[config.mk]
export PLATFORM = sky130hd
export DESIGN_NAME = sliding_window_sorter
export DESIGN_NICKNAME = d
export VERILOG_FILES = /design/src/rtl/core/swsort_pkg.sv /design/src/rtl/core/swsort_cell.sv /design/src/rtl/core/sliding_window_sorter.sv
export SDC_FILE = /design/constraint.sdc
export NUM_CORES = 2
export LEC_CHECK = 0
export CORE_MARGIN = 4
export CORE_UTILIZATION = 50
export DETAILED_ROUTE_END_ITERATION = 8
export DONT_BUFFER_PORTS = 1
export PLACE_DENSITY_LB_ADDON = 0.1
export SLEW_MARGIN = 20
export SYNTH_ARGS = -nofsm -noshare
export SYNTH_HDL_FRONTEND = slang
export SYNTH_HIERARCHICAL = 1
export SYNTH_SLANG_ARGS = --single-unit
[constraint.sdc]
create_clock -name clk -period 17.3 [get_ports clk]
set_input_delay 3.46 -clock clk [delete_from_list [all_inputs] [get_ports clk]]
set_output_delay 3.46 -clock clk [all_outputs]
set_load 0.01 [all_outputs]
[src/rtl/core/swsort_pkg.sv]
// Shared types and constants for the sliding window sorter.
`timescale 1ns / 1ps

package swsort_pkg;

  localparam int DATA_W         = 32;
  localparam int RANK_W         = 3;
  localparam int WINDOW_LEN_DEF = 8;

  localparam logic signed [DATA_W-1:0] EMPTY_MARK = {DATA_W{1'b1}};

  // Per-cell comparison results handed to the neighbouring cells.
  typedef struct packed {
    logic le_del;
    logic le_new;
  } swsort_flags_t;

endpackage

[src/rtl/core/swsort_cell.sv]
// One cell of the sorted row: holds one ordered value, updates or rotates.
`timescale 1ns / 1ps

module swsort_cell (
  input  logic                                     clk,
  input  logic                                     rst_n,
  input  logic                                     upd,
  input  logic                                     rot,
  input  logic signed [swsort_pkg::DATA_W-1:0]     new_val,
  input  logic signed [swsort_pkg::DATA_W-1:0]     del_val,
  input  logic signed [swsort_pkg::DATA_W-1:0]     prev_val,
  input  logic signed [swsort_pkg::DATA_W-1:0]     next_val,
  input  swsort_pkg::swsort_flags_t                prev_flags,
  input  swsort_pkg::swsort_flags_t                next_flags,
  output logic signed [swsort_pkg::DATA_W-1:0]     val,
  output swsort_pkg::swsort_flags_t                flags
);

  logic signed [swsort_pkg::DATA_W-1:0] val_r;
  logic signed [swsort_pkg::DATA_W-1:0] val_nxt;
  logic signed [swsort_pkg::DATA_W-1:0] rem_self;
  logic signed [swsort_pkg::DATA_W-1:0] rem_prev;
  logic signed [swsort_pkg::DATA_W-1:0] ins_val;
  logic                                 rem_self_le;
  logic                                 rem_prev_le;

  assign val          = val_r;
  assign flags.le_del = (val_r <= del_val);
  assign flags.le_new = (val_r <= new_val);

  // The row with the departing value removed, as seen at this place and the one before.
  assign rem_self    = next_flags.le_del ? val_r : next_val;
  assign rem_prev    = flags.le_del ? prev_val : val_r;
  assign rem_self_le = next_flags.le_del ? flags.le_new : next_flags.le_new;
  assign rem_prev_le = flags.le_del ? prev_flags.le_new : flags.le_new;

  // The new value then goes in after every remaining value not above it.
  assign ins_val = rem_self_le ? rem_self : (rem_prev_le ? new_val : rem_prev);

  always_comb begin
    if (rot) begin
      val_nxt = next_val;
    end else if (upd) begin
      val_nxt = ins_val;
    end else begin
      val_nxt = val_r;
    end
  end

  always_ff @(posedge clk) begin
    if (!rst_n) begin
      val_r <= swsort_pkg::EMPTY_MARK;
    end else begin
      val_r <= val_nxt;
    end
  end

endmodule

[src/rtl/core/sliding_window_sorter.sv]
// Top level of the sliding window sorter: sample window, sorted cell row and result sequencing.
// In the cycle after acceptance the row of sorted cells has already dropped the oldest sample
// and taken in the new one, and the WINDOW_LEN result beats then leave from the first cell, one
// per cycle unless the result side stalls, as the row rotates one place per beat and comes back
// to order after the last. A new sample is taken only once the last beat of the previous one has
// gone. Results come out in ascending signed order with rank, a mark on the last beat and a flag
// that is low while any window entry holds -1; the window starts out as all -1.
`timescale 1ns / 1ps

module sliding_window_sorter #(
  parameter int WINDOW_LEN = swsort_pkg::WINDOW_LEN_DEF
) (
  input  logic                                 clk,
  input  logic                                 rst_n,
  input  logic                                 in_valid,
  output logic                                 in_ready,
  input  logic signed [swsort_pkg::DATA_W-1:0] in_sample,
  output logic                                 out_valid,
  input  logic                                 out_ready,
  output logic signed [swsort_pkg::DATA_W-1:0] out_sorted_value,
  output logic        [swsort_pkg::RANK_W-1:0] out_rank,
  output logic                                 out_last_of_run,
  output logic                                 out_window_full
);

  localparam int IDX_W = $clog2(WINDOW_LEN);
  localparam int CNT_W = $clog2(WINDOW_LEN + 1);

  typedef enum logic [1:0] {
    ST_IDLE = 2'b01,
    ST_EMIT = 2'b10
  } state_t;

  state_t                                state_r;
  state_t                                state_nxt;
  logic signed [swsort_pkg::DATA_W-1:0]  win_r [WINDOW_LEN];
  logic        [CNT_W-1:0]               empty_cnt_r;
  logic        [CNT_W-1:0]               empty_cnt_nxt;
  logic                                  full_r;
  logic        [IDX_W-1:0]               beat_r;
  logic        [IDX_W-1:0]               beat_nxt;
  logic        [swsort_pkg::RANK_W-1:0]  rank_r;
  logic        [swsort_pkg::RANK_W-1:0]  rank_nxt;
  logic                                  take_in;
  logic                                  take_out;
  logic                                  last_beat;
  logic signed [swsort_pkg::DATA_W-1:0]  oldest;
  logic                                  new_empty;
  logic                                  old_empty;

  logic signed [swsort_pkg::DATA_W-1:0]  cell_val   [WINDOW_LEN];
  swsort_pkg::swsort_flags_t             cell_flags [WINDOW_LEN];

  assign in_ready  = (state_r == ST_IDLE);
  assign out_valid = (state_r == ST_EMIT);
  assign take_in   = in_valid && in_ready;
  assign take_out  = out_valid && out_ready;
  assign last_beat = (beat_r == IDX_W'(WINDOW_LEN - 1));
  assign oldest    = win_r[WINDOW_LEN-1];
  assign new_empty = (in_sample == swsort_pkg::EMPTY_MARK);
  assign old_empty = (oldest == swsort_pkg::EMPTY_MARK);

  assign out_sorted_value = cell_val[0];
  assign out_rank         = rank_r;
  assign out_last_of_run  = last_beat;
  assign out_window_full  = full_r;

  genvar gi;
  generate
    for (gi = 0; gi < WINDOW_LEN; gi++) begin : g_cell
      logic signed [swsort_pkg::DATA_W-1:0] prev_val;
      logic signed [swsort_pkg::DATA_W-1:0] next_val;
      swsort_pkg::swsort_flags_t            prev_flags;
      swsort_pkg::swsort_flags_t            next_flags;

      if (gi == 0) begin : g_first
        assign prev_val   = cell_val[WINDOW_LEN-1];
        assign prev_flags = '{le_del: 1'b1, le_new: 1'b1};
      end else begin : g_mid_prev
        assign prev_val   = cell_val[gi-1];
        assign prev_flags = cell_flags[gi-1];
      end

      if (gi == WINDOW_LEN - 1) begin : g_last
        assign next_val   = cell_val[0];
        assign next_flags = '{le_del: 1'b0, le_new: 1'b0};
      end else begin : g_mid_next
        assign next_val   = cell_val[gi+1];
        assign next_flags = cell_flags[gi+1];
      end

      swsort_cell u_cell (
        .clk        (clk),
        .rst_n      (rst_n),
        .upd        (take_in),
        .rot        (take_out),
        .new_val    (in_sample),
        .del_val    (oldest),
        .prev_val   (prev_val),
        .next_val   (next_val),
        .prev_flags (prev_flags),
        .next_flags (next_flags),
        .val        (cell_val[gi]),
        .flags      (cell_flags[gi])
      );
    end
  endgenerate

  always_comb begin
    empty_cnt_nxt = empty_cnt_r;
    case ({new_empty, old_empty})
      2'b10:   empty_cnt_nxt = empty_cnt_r + CNT_W'(1);
      2'b01:   empty_cnt_nxt = empty_cnt_r - CNT_W'(1);
      default: empty_cnt_nxt = empty_cnt_r;
    endcase
  end

  always_comb begin
    state_nxt = state_r;
    beat_nxt  = beat_r;
    rank_nxt  = rank_r;
    case (state_r)
      ST_IDLE: begin
        if (take_in) begin
          state_nxt = ST_EMIT;
          beat_nxt  = '0;
          rank_nxt  = '0;
        end
      end
      ST_EMIT: begin
        if (take_out) begin
          beat_nxt = beat_r + IDX_W'(1);
          rank_nxt = rank_r + swsort_pkg::RANK_W'(1);
          if (last_beat) begin
            state_nxt = ST_IDLE;
          end
        end
      end
      default: begin
        state_nxt = ST_IDLE;
      end
    endcase
  end

  always_ff @(posedge clk) begin
    if (!rst_n) begin
      state_r     <= ST_IDLE;
      beat_r      <= '0;
      rank_r      <= '0;
      empty_cnt_r <= CNT_W'(WINDOW_LEN);
      full_r      <= 1'b0;
      for (int i = 0; i < WINDOW_LEN; i++) begin
        win_r[i] <= swsort_pkg::EMPTY_MARK;
      end
    end else begin
      state_r <= state_nxt;
      beat_r  <= beat_nxt;
      rank_r  <= rank_nxt;
      if (take_in) begin
        empty_cnt_r <= empty_cnt_nxt;
        full_r      <= (empty_cnt_nxt == '0);
        win_r[0]    <= in_sample;
        for (int i = 1; i < WINDOW_LEN; i++) begin
          win_r[i] <= win_r[i-1];
        end
      end
    end
  end

  a_one_side: assert property (@(posedge clk) disable iff (!rst_n)
    !(in_ready && out_valid))
    else $error("input and result sides open together");

  a_run_start: assert property (@(posedge clk) disable iff (!rst_n)
    (in_valid && in_ready) |=> (out_valid && out_rank == '0))
    else $error("run did not start at rank zero");

  a_run_end: assert property (@(posedge clk) disable iff (!rst_n)
    (out_valid && out_ready && out_last_of_run) |=> in_ready)
    else $error("block not ready after last beat");

  a_ascending: assert property (@(posedge clk) disable iff (!rst_n)
    (out_valid && out_ready && !out_last_of_run) |=>
      (out_sorted_value >= $past(out_sorted_value)))
    else $error("results not in ascending order");

  a_full_steady: assert property (@(posedge clk) disable iff (!rst_n)
    (out_valid && out_ready && !out_last_of_run) |=> $stable(out_window_full))
    else $error("full flag changed within a run");

endmodule

### Word level (Yosys, flattened, before mapping)

Memory sizes are Yosys's and may differ from the RTL's.
Index checks and enable logic that the tools add are counted.

| storage, ports and cells | value |
|---|---|
| register bits | 269 |
| bits in writable memories | 256 |
| input bits | 36 |
| output and inout port bits | 39 |
| memories | 1 |

| cells by class | value |
|---|---|
| add/sub/neg operators | 4 |
| magnitude comparators | 16 |
| equal/unequal tests | 10 |
| muxes and demuxes | 69 |
| bitwise operators | 8 |
| reductions and logical operators | 9 |

Memories:

| name | words | bits a word | rd ports | clocked after memory_dff | write ports | RTL line | source |
|---|---|---|---|---|---|---|---|
| win_r | 8 | 32 | 8 | 0 | 8 | sliding_window_sorter.sv:36 | `logic signed [swsort_pkg::DATA_W-1:0] win_r [WINDOW_LEN];` |

Operators by type and width:

| cell | number |
|---|---|
| two-way mux 32 bit | 47 |
| <= comparator 32 bit | 16 |
| equality test 32 x 1 -> 1 bit (second input constant) | 2 |
| two-way mux 1 bit | 12 |
| case mux 3 bit (2 select lines) | 2 |
| two-way mux 3 bit | 3 |
| OR 1 bit | 8 |
| case mux 4 bit (2 select lines) | 1 |
| adder 3 x 1 -> 3 bit (second input constant) | 2 |
| two-way mux 2 bit | 3 |
| != test 2 x 1 -> 1 bit (second input constant) | 3 |
| AND reduction 3 bit | 2 |
| adder 4 x 1 -> 4 bit (second input constant) | 1 |
| equality test 2 x 1 -> 1 bit (second input constant) | 2 |
| equality test 2 bit (second input constant) | 2 |
| zero test 4 bit | 1 |
| case mux 2 bit (2 select lines) | 1 |
| nonzero test 2 bit | 2 |
| nonzero test 4 bit | 1 |
| subtractor 4 x 1 -> 4 bit (second input constant) | 1 |
| equality test 3 bit (second input constant) | 1 |
| logical AND 1 bit | 2 |
| AND reduction 2 bit | 1 |

### Longest topological paths before layout

An unclocked memory read counts as a cell.

| depth | value |
|---|---|
| depth after elaboration | 7 |
| mapped depth | 16 |
| gate-level depth less buffers | 15 |

### By module

The synthesis kept the hierarchy.

By module, submodules not included:

| module | instances | cells an instance | area each (um2) |
|---|---|---|---|
| swsort_cell | 8 | 462 | 3414.5 |
| sliding_window_sorter | 1 | 669 | 10353.7 |

### Worst setup path after synthesis

OpenSTA, ideal clock, no wires.

| timing | value |
|---|---|
| kind | input to register |
| start point | input port rst_n |
| end point | memory win_r[0][0] (netlist name), enable pin |
| setup time | 1976 ps |
| arrival time | 8139 ps |
| slack | 7185 ps |
| stages | 3 |
| path through | buf_2 > clkbuf_1 > nand2_1 |

RTL lines:

| item | RTL line | source |
|---|---|---|
| start: declaration | sliding_window_sorter.sv:14 | `input logic rst_n,` |
| end: declaration | sliding_window_sorter.sv:36 |  |

==> reports/metrics.csv <==
metric;value;unit
relative slew slack;0.133;
clock buffer count from CTS;60;
Clock transition at path regs;0.07;ns
gpl congestion;0.949;
DR vias;34053;
combinational share of power;0.501;
port buffer count;0;
CP required;17.82;ns
I/O Pins;75;
CTS tree;done;
DR vias/cell;6.49;
DR DRC count;0;
worst vdd ir;0.117;mV
Synth Instances;4364;
sw power;3450;µW
switching share of power;0.503;
crit path launch type;primary input;
Clock Sink Count;525;
Ant. Diodes;0;
clk_skew;0.0239;ns
DR iter-0 viols;3711;
slowest CP cell;o31a_2;
Worst Tran Pin Value;1.30;ns
GRT Overall Usage;0.321;
clk root buf;clkbuf_16;
# H-tree levels;2;
Core ar.;0.0746;mm²
status;complete, no violations;
dpl ws;9.99;ns
Int Pwr;3410;µW
first-pass GRT wire length;197000;µm
Mapped Area;0.0377;mm²
count of pins over their slew limit;0;
P per Cell Area;171;mW/mm²
critical-path cell list;inv_1 > ha_1 > nand4_1 > nor3_2 > nand2_1 > a31oi_1 > o221ai_1 > and2_4 > a31o_2 > a41oi_1 > o31a_2 > nand2_1 > o311ai_1;
post-layout minimum cycle time;6.93;ns
HP Class;register to register;
cts hold-fix bufs;0;
Nets;4782;
post_cts resized;0;
fin worst setup slack;10.37;ns
Crit Path Class;primary input to register;
Die W;282;µm
Avg Cell Area, Syn;8.63;µm²
endpoints failing setup;0;
Ys Warns;6;
fmax;144;MHz
GRT overflow;0;
Post-DP HPWL;88000;µm
RSZ-0062 raised after global routing;no;
fin util;0.540;
die height;282;µm
setup TNS;0;ns
register area;0.0131;mm²
Fin Hold WS;0.487;ns
max-cap violations;0;
Tcrit/Tclk final;0.401;
CP peak stage delay;0.80;ns
Initial Utilization;0.505;
Post-Route WL;131000;µm
largest net degree at the start of global routing;329;
most used cell along the critical path;nand2_1;
Leak Pwr;0.0180;µW
Sequential Power Share;0.305;
Setup Buffers After CTS;0;
vias in the first global route;31557;
clock network fraction of design power;0.194;
Final Hold Fails;0;
area of the multi-input gates;0.0213;mm²
crit path DAT;7.45;ns
overall power;6860;µW
initial antenna violation count;1;
clk_lat worst skew;0.64;ns
P&R area growth vs syn;6.84;%
Clock Tree Buf Depth;3;
Post-DRT Antenna Nets;0;
drt wl/cell;25.0;µm
crit end category;register;
Core Rows;100;
full die area;0.0798;mm²
Fill cells;6931;
DR pass1 iterations;5;
worst-path fanout max;32;
layout cells sized above 1;0.0575;
flip-flops by register name, summed over array words and instances, names as in the netlist:
signal	count
beat_r	3
win_r	256
out_window_full	1
empty_cnt_r	4
g_cell.u_cell/val	256
state_r	2
out_rank	3
layout by cell type (no fill, tap or decap), drive strengths merged, types with 18 or more instances in the layout:
master	instances
a21oi	235
nor4	18
nand2b	73
nor3	528
edfxtp	256
o21ai	324
inv	550
buf	57
o311ai	256
nor2	45
nand2	393
a21o	40
ha	518
or3	209
nand4	120
clkbuf	85
nand3	60
dfxtp	269
power by group through the flow:
stage               Clock, µW  Sequential, µW  Combinational (µW)
floorplan                   0            1830                2600
CTS                      1350            2080                3270
detailed placement          0            2100                3250
global placement            0            2110                3190
global route             1400            2110                3760
finish                   1330            2090                3440
final timing paths:
| check | from | to | slack (ns) | depth (start not counted) |
|---|---|---|---|---|
| min reg2reg | win_r[0][99] | win_r[1][3] | 0.49 | 1 |
| max | in_sample[31] | g_cell[1].u_cell/val[12] | 10.37 | 13 |
| max reg2reg | win_r[1][119] | g_cell[1].u_cell/val[26] | 12.08 | 14 |
| min | win_r[0][99] | win_r[1][3] | 0.49 | 1 |
layout make-up:
class                           count  share of cell area
Sequential cell                   525               0.325
Clock buffer                       85              0.0429
Multi-Input combinational cell   3037               0.530
Timing Repair Buffer               57              0.0133
Tap cell                          969              0.0301
Inverter                          547              0.0511
Clock inverter                     25             0.00746
per-layer routing:
metal | track usage | share of wire | vias up
li1 | - | - | 15823
met1 | 0.434 | 0.42 | 16119
met2 | 0.497 | 0.43 | 1694
met3 | 0.0690 | 0.097 | 415
met4 | 0.141 | 0.052 | 2
met5 | 0 | 0.000099 | -
metrics by stage:
stage               cell area, µm²  instances
detailed placement           38100       5128
global route                 40200       5245
floorplan                    37700       4368
CTS                          40100       5238
finish                       40200       5245
global placement             38000       5127
critical path, delay by kind of cell:
family                   cells  cell delay, ns
AO/OA/AOI/OAI                6            2.35
adder cells (fa/ha/maj)      1            0.36
buffers and inverters        1            0.03
AND/OR/NAND/NOR              5            1.22
Note: power is estimated with default switching activity, not from simulation.
